### src/sv/cteb_pkg.sv
// Shared types and constants for the cursor text edit buffer.
`timescale 1ns / 1ps
`default_nettype none

package cteb_pkg;

   localparam int MAX_CHARS_DEFAULT = 1024;
   localparam int LEN_W             = 11;
   localparam int CHAR_W            = 8;
   localparam int IDX_W             = 10;
   localparam int KIND_W            = 3;
   localparam int STATUS_W          = 2;

   typedef enum logic [KIND_W-1:0] {
      KIND_INSERT = 3'd0,
      KIND_LEFT   = 3'd1,
      KIND_RIGHT  = 3'd2,
      KIND_BACK   = 3'd3,
      KIND_READ   = 3'd4
   } kind_type;

   typedef enum logic [STATUS_W-1:0] {
      STATUS_DONE    = 2'd0,
      STATUS_IGNORED = 2'd1,
      STATUS_FULL    = 2'd2
   } status_type;

   typedef enum logic [1:0] {
      ST_IDLE = 2'b01,
      ST_MEM  = 2'b10
   } state_type;

   typedef struct packed {
      status_type         status;
      logic [CHAR_W-1:0]  char_out;
      logic [LEN_W-1:0]   cursor_pos;
      logic [LEN_W-1:0]   text_length;
   } rsp_type;

endpackage

`default_nettype wire

### src/sv/cteb_ctrl.sv
// Gap buffer sequencer: cursor counters and memory read-modify-write.
`timescale 1ns / 1ps
`default_nettype none

module cteb_ctrl import cteb_pkg::*; #(
   parameter int MAX_CHARS = MAX_CHARS_DEFAULT
) (
   input  wire logic                         clock,
   input  wire logic                         reset,
   input  wire logic                         req_valid,
   output logic                              req_ready,
   input  wire logic [KIND_W-1:0]            req_kind,
   input  wire logic [CHAR_W-1:0]            req_char,
   input  wire logic [IDX_W-1:0]             req_index,
   input  wire logic                         out_free,
   output logic                              res_valid,
   output rsp_type                           res,
   output logic                              mem_wr_en,
   output logic [$clog2(MAX_CHARS)-1:0]      mem_wr_addr,
   output logic [CHAR_W-1:0]                 mem_wr_data,
   output logic                              mem_rd_en,
   output logic [$clog2(MAX_CHARS)-1:0]      mem_rd_addr,
   input  wire logic [CHAR_W-1:0]            mem_rd_data
);

   localparam int AW = $clog2(MAX_CHARS);
   localparam int CW = $clog2(MAX_CHARS + 1);
   localparam int XW = ((CW > IDX_W) ? CW : IDX_W) + 1;

   state_type      state_ff, state_in;
   logic [CW-1:0]  before_ff, before_in;
   logic [CW-1:0]  after_ff, after_in;
   kind_type       op_ff, op_in;

   logic [CW-1:0]  len;
   logic [CW-1:0]  before_m1;
   logic [CW-1:0]  upper_base;
   logic [CW-1:0]  upper_m1;
   logic [XW-1:0]  len_x;
   logic [XW-1:0]  idx_x;
   logic [XW-1:0]  upper_idx;
   logic           fire;
   status_type     status_v;
   logic [CHAR_W-1:0] char_v;

   assign len        = before_ff + after_ff;
   assign before_m1  = before_ff - CW'(1);
   assign upper_base = CW'(MAX_CHARS) - after_ff;
   assign upper_m1   = CW'(MAX_CHARS - 1) - after_ff;
   assign len_x      = XW'(len);
   assign idx_x      = XW'(req_index);
   assign upper_idx  = XW'(MAX_CHARS) - len_x + idx_x;

   assign req_ready = (state_ff == ST_IDLE) && out_free;
   assign fire      = req_valid && req_ready;

   always_comb begin
      state_in    = state_ff;
      before_in   = before_ff;
      after_in    = after_ff;
      op_in       = op_ff;
      mem_wr_en   = 1'b0;
      mem_wr_addr = before_ff[AW-1:0];
      mem_wr_data = req_char;
      mem_rd_en   = 1'b0;
      mem_rd_addr = before_m1[AW-1:0];
      res_valid   = 1'b0;
      status_v    = STATUS_DONE;
      char_v      = '0;
      unique case (state_ff)
         ST_IDLE: begin
            if (fire) begin
               res_valid = 1'b1;
               unique case (req_kind)
                  KIND_INSERT: begin
                     if (len == CW'(MAX_CHARS)) begin
                        status_v = STATUS_FULL;
                     end else begin
                        mem_wr_en = 1'b1;
                        before_in = before_ff + CW'(1);
                     end
                  end
                  KIND_LEFT: begin
                     if (before_ff == '0) begin
                        status_v = STATUS_IGNORED;
                     end else begin
                        res_valid   = 1'b0;
                        mem_rd_en   = 1'b1;
                        mem_rd_addr = before_m1[AW-1:0];
                        op_in       = KIND_LEFT;
                        state_in    = ST_MEM;
                     end
                  end
                  KIND_RIGHT: begin
                     if (after_ff == '0) begin
                        status_v = STATUS_IGNORED;
                     end else begin
                        res_valid   = 1'b0;
                        mem_rd_en   = 1'b1;
                        mem_rd_addr = upper_base[AW-1:0];
                        op_in       = KIND_RIGHT;
                        state_in    = ST_MEM;
                     end
                  end
                  KIND_BACK: begin
                     if (before_ff == '0) begin
                        status_v = STATUS_IGNORED;
                     end else begin
                        before_in = before_m1;
                     end
                  end
                  KIND_READ: begin
                     if (idx_x >= len_x) begin
                        status_v = STATUS_IGNORED;
                     end else begin
                        res_valid = 1'b0;
                        mem_rd_en = 1'b1;
                        if (idx_x < XW'(before_ff)) begin
                           mem_rd_addr = AW'(req_index);
                        end else begin
                           mem_rd_addr = upper_idx[AW-1:0];
                        end
                        op_in    = KIND_READ;
                        state_in = ST_MEM;
                     end
                  end
                  default: begin
                     status_v = STATUS_IGNORED;
                  end
               endcase
            end
         end
         ST_MEM: begin
            state_in  = ST_IDLE;
            res_valid = 1'b1;
            unique case (op_ff)
               KIND_LEFT: begin
                  mem_wr_en   = 1'b1;
                  mem_wr_addr = upper_m1[AW-1:0];
                  mem_wr_data = mem_rd_data;
                  before_in   = before_m1;
                  after_in    = after_ff + CW'(1);
               end
               KIND_RIGHT: begin
                  mem_wr_en   = 1'b1;
                  mem_wr_addr = before_ff[AW-1:0];
                  mem_wr_data = mem_rd_data;
                  before_in   = before_ff + CW'(1);
                  after_in    = after_ff - CW'(1);
               end
               default: begin
                  char_v = mem_rd_data;
               end
            endcase
         end
         default: begin
            state_in = ST_IDLE;
         end
      endcase
      res.text_length = LEN_W'(before_in + after_in);
      res.cursor_pos  = LEN_W'(before_in);
      res.char_out    = char_v;
      res.status      = status_v;
   end

   always_ff @(posedge clock) begin
      if (reset) begin
         state_ff  <= ST_IDLE;
         before_ff <= '0;
         after_ff  <= '0;
      end else begin
         state_ff  <= state_in;
         before_ff <= before_in;
         after_ff  <= after_in;
      end
      op_ff <= op_in;
   end

   a_len_bound: assert property (@(posedge clock) disable iff (reset)
      (XW'(before_ff) + XW'(after_ff)) <= XW'(MAX_CHARS))
      else $error("text length exceeds capacity");

   a_mem_one_cycle: assert property (@(posedge clock) disable iff (reset)
      (state_ff == ST_MEM) |=> (state_ff == ST_IDLE))
      else $error("memory step did not return to idle");

   a_mem_result: assert property (@(posedge clock) disable iff (reset)
      (state_ff == ST_MEM) |-> (res_valid && !mem_rd_en))
      else $error("memory step without result or with a new read");

   a_no_rw_overlap: assert property (@(posedge clock) disable iff (reset)
      mem_rd_en |-> !mem_wr_en)
      else $error("read and write issued in the same cycle");

   a_move_keeps_len: assert property (@(posedge clock) disable iff (reset)
      (state_ff == ST_MEM) |=> (before_ff + after_ff) == $past(before_ff + after_ff))
      else $error("cursor move changed text length");

endmodule

`default_nettype wire

### config.mk
export PLATFORM = sky130hd
export DESIGN_NAME = cteb_ctrl
export DESIGN_NICKNAME = d
export VERILOG_FILES = /design/src/sv/cteb_pkg.sv /design/src/sv/cteb_ctrl.sv
export SDC_FILE = /design/constraint.sdc
export NUM_CORES = 1
export LEC_CHECK = 0
export ABC_CLOCK_PERIOD_IN_PS = 4700
export BUFFER_PORTS_ARGS = -buffer_cell sky130_fd_sc_hd__buf_2
export CORE_AREA = 2 2 117 119
export CTS_BUF_LIST = sky130_fd_sc_hd__clkbuf_16
export DETAILED_ROUTE_END_ITERATION = 10
export DIE_AREA = 0 0 119 121
export GPL_TIMING_DRIVEN = 0
export HOLD_SLACK_MARGIN = 0.08
export PLACE_DENSITY = 0.63
export SLEW_MARGIN = 10
export SYNTH_ARGS = -nofsm -noshare
export SYNTH_HDL_FRONTEND = slang
export SYNTH_SLANG_ARGS = --single-unit
### constraint.sdc
create_clock -name clock -period 4.7 [get_ports clock]
set_clock_uncertainty 0.2 [all_clocks]
set_input_delay 0.47 -clock clock [delete_from_list [all_inputs] [get_ports clock]]
set_output_delay 0.47 -clock clock [all_outputs]
set_load 0.01 [all_outputs]
==> impl_metrics.json <==
{
  "fin_ws_ns": -0.663,
  "htreeDepth": 1,
  "post_synth_fa_ha_maj_area_fraction_pct": 14.4,
  "preCtsSetupSlack_ns": -0.794,
  "syn-num-nets": 799,
  "grt_pass1_vias": 5616,
  "netlist_area_um2": 5150,
  "grt_usage_pct": 25.2,
  "portBuffers": 96,
  "antenna_found_initial": 0,
  "setup_violations": 19,
  "fin_setup_tns_ns": -4.26,
  "synth_xor_area_share_pct": 8.09,
  "critPathLaunchType": "flip-flop",
  "cts_max_path_buffers": 2,
  "rows": 42,
  "worstPathRequired_ns": 4.03,
  "tightest_slew_ns": 1.00,
  "cp-end-kind": "output pin",
  "status": "finished, violations left",
  "ys_ff_latch": 27,
  "p_seq_share_pct": 29.3,
  "yosys_warnings": 0,
  "die_w_um": 119,
  "die_y_um": 121,
  "yosys.cell_types.count": 89,
  "routed_via_density": 5.98,
  "design_area_um2": 6880,
  "critPathCapture": "res[10]",
  "grt_max_degree": 20,
  "r2r_slack_ns": 0.41,
  "share_comb_of_total_power_pct": 43.4,
  "rsz0062_at_grt": "yes",
  "synth_enable_flop_cells": 3,
  "p_sw_mw": 0.299,
  "synth_top_area_share_pct": 12.9,
  "violations": "negative setup slack",
  "drive_above_1_share_pct": 32.5,
  "hpwl_mm": 14.7,
  "ios": 97,
  "fill_cells": 1289,
  "clk_pin_slew_ns": 0.08,
  "die_area_um2": 14400,
  "wl_per_cell_um": 18.8,
  "intPower_mw": 0.500,
  "critical_path_class": "flip-flop to output pin",
  "finalHoldViolations": 0,
  "p_sw_share_pct": 37.5,
  "synth-seq-area-share_pct": 11.1,
  "nNetsFinal": 939,
  "synthToLayoutAreaGrowth_pct": 33.7,
  "fmax_ghz": 0.186,
  "synthArstFlopShare_pct": 0,
  "routed_wirelength_mm": 19.2,
  "slew-limit-headroom_pct": 32.5,
  "holdWs_ns": 0.258,
  "drtIter0Drc": 550,
  "p_per_area_nw_per_um2": 116,
  "postRouteAntennaNets": 0,
  "cts_num_sinks": 27,
  "grt_first_pass_wirelength_mm": 29.1,
  "synth_commonest_cells": "75 x nor2_1, 63 x a21oi_1, 53 x ha_1, 47 x nand2_1, 40 x inv_1",
  "vias": 6128,
  "drv_cap": 0,
  "initial_core_util_pct": 39.3,
  "cts_tree": "built",
  "synth_area_leaders": "ha_1 13%, dfxtp_1 9.3%, a21oi_1 6.1%",
  "synth_compound_area_share_pct": 29.1,
  "coreArea_um2": 13100,
  "synth_top_area_cell": "ha_1",
  "post-route-period-util_pct": 114,
  "rr_startpoint": "before_ff[1]",
  "synth.avg_cell_area_um2": 7.26,
  "clk_latency_ns": 0.28,
  "power_frac_clock_pct": 27.3,
  "hold_path_class": "primary input to flip-flop",
  "slew_violations": 0,
  "firstDrtPassIters": 6,
  "cts_buffers": 3,
  "critPathLaunch": "before_ff[1]",
  "cts-root-buf": "clkbuf_16",
  "hold_buffers": 0,
  "peakVddDrop_mv": 0.131,
  "grt_overflow": 0,
  "r2r-end": "op_ff[0]",
  "leakagePower_nw": 2.93,
  "synth_top_family_by_area": "compound AO/OA/AOI/OAI gates",
  "p_total_mw": 0.799,
  "diodes": 0,
  "fin_crit_ns": 5.36,
  "worstPathArrival_ns": 4.69,
  "synth_flop_cell": "dfxtp_1",
  "synth_most_common_cell": "nor2_1",
  "placed_cell_area_um2": 6070,
  "reg2regPathDepth": 16,
  "path_max_fanout": 5,
  "synth_mux_area_share_pct": 4.28,
  "netlist_instances": 709,
  "route.detailed.drc": 0,
  "synthSimpleGateAreaFrac_pct": 26.7,
  "gp_congestion": 0.972
}
registers in the layout, indices dropped and copies added, names as in the netlist:
name       count
after_ff      11
before_ff     11
op_ff          3
state_ff       2
power groups by stage:
| stage | registers [mW] | logic (mW) | clock network, mW |
|---|---|---|---|
| 2_1_floorplan | 0.242 | 0.199 | 0 |
| 3_3_place_gp | 0.243 | 0.292 | 0 |
| 3_5_place_dp | 0.243 | 0.293 | 0 |
| 4_1_cts | 0.235 | 0.321 | 0.217 |
| 5_1_grt | 0.235 | 0.374 | 0.223 |
| 6_report | 0.234 | 0.347 | 0.218 |
metal layers:
metal  vias to the layer above  global-route usage (%)  part of all wire, %
li1                       2919                       -                    -
met1                      2885                    33.3                   43
met2                       277                    43.6                   47
met3                        47                    1.55                  6.5
met4                         0                    8.78                  3.4
met5                         -                       0                    0
per-stage QoR:
| stage | util (%) | std cells |
|---|---|---|
| floorplan | - | 709 |
| global placement | 46.3 | 981 |
| detailed placement | 46.4 | 981 |
| CTS | 50.4 | 1014 |
| global route | 52.6 | 1024 |
| finish | 52.6 | 1024 |
critical path, cell delays in order, from the launching register on:
cell,delay [ns]
dfxtp_4,0.40
clkinvlp_4,0.12
fa_2,0.39
nand2b_4,0.17
a21oi_4,0.21
nor4bb_4,0.08
or3_1,0.37
and3_4,0.17
clkbuf_16,0.16
and4_4,0.20
nor2_4,0.15
a31oi_4,0.12
ha_4,0.18
fa_2,0.35
a21oi_2,0.12
nor2_1,0.04
nor2_1,0.12
nor2b_1,0.06
o21a_1,0.21
nor4_2,0.19
o41a_1,0.20
xnor3_1,0.22
buf_2,0.15
layout by cell type, fill, tap and decap left out, drive strengths merged, types with 6 or more instances in the layout:
master,Yosys,final
o21ai,34,34
o21a,9,9
nor2,75,75
clkbuf,22,24
nor3,23,24
ha,53,53
and2,6,6
and3,14,14
nand2b,9,9
a21oi,65,65
a31oi,11,11
xnor2,35,35
xor2,10,10
a211oi,14,14
nor2b,20,20
a21o,12,12
nor4,11,11
or3,9,9
nand2,47,47
mux2,16,16
o22ai,12,12
o31ai,6,6
inv,41,41
nand3,18,18
dfxtp,24,24
a22oi,10,10
buf,11,146
repair_timing:
item,4_1_cts,5_1_grt
cloned,0,1
pin swaps,33,23
setup endpoints to repair,19,19
resized for setup,47,37
setup buffers,31,9
how the worst min path moves through the flow:
stage	start	cells past startpoint	to	slack [ns]
after CTS	reset	2	before_ff[8]	0.26
after detailed placement	state_ff[1]	1	state_ff[1]	0.29
after global routing	reset	2	before_ff[8]	0.30
final	reset	2	before_ff[8]	0.26
after floorplan	state_ff[0]	2	state_ff[0]	0.26
after global placement	state_ff[1]	1	state_ff[1]	0.29
area by class of cell:
| cell class | count | area [µm²] | share of cell area (%) |
|---|---|---|---|
| plain buffers | 31 | 209 | 3.04 |
| clock buffers | 3 | 75.1 | 1.09 |
| clock inverters | 1 | 6.26 | 0.0909 |
| inverters | 42 | 161 | 2.35 |
| multi-input cells | 608 | 4810 | 69.8 |
| flip-flops and latches | 27 | 608 | 8.84 |
| well taps | 176 | 220 | 3.20 |
| repair buffers | 136 | 796 | 11.6 |
logic make-up (layout without fill, tap and decap cells):
group           after synthesis  count (layout)
compound gates              223             223
xor+xnor                     46              46
fa+ha+maj                    57              57
buf+inv                      75             213
flops                        27              27
mux                          20              20
simple gates                261             262
Note: power is estimated with default switching activity, not from simulation.
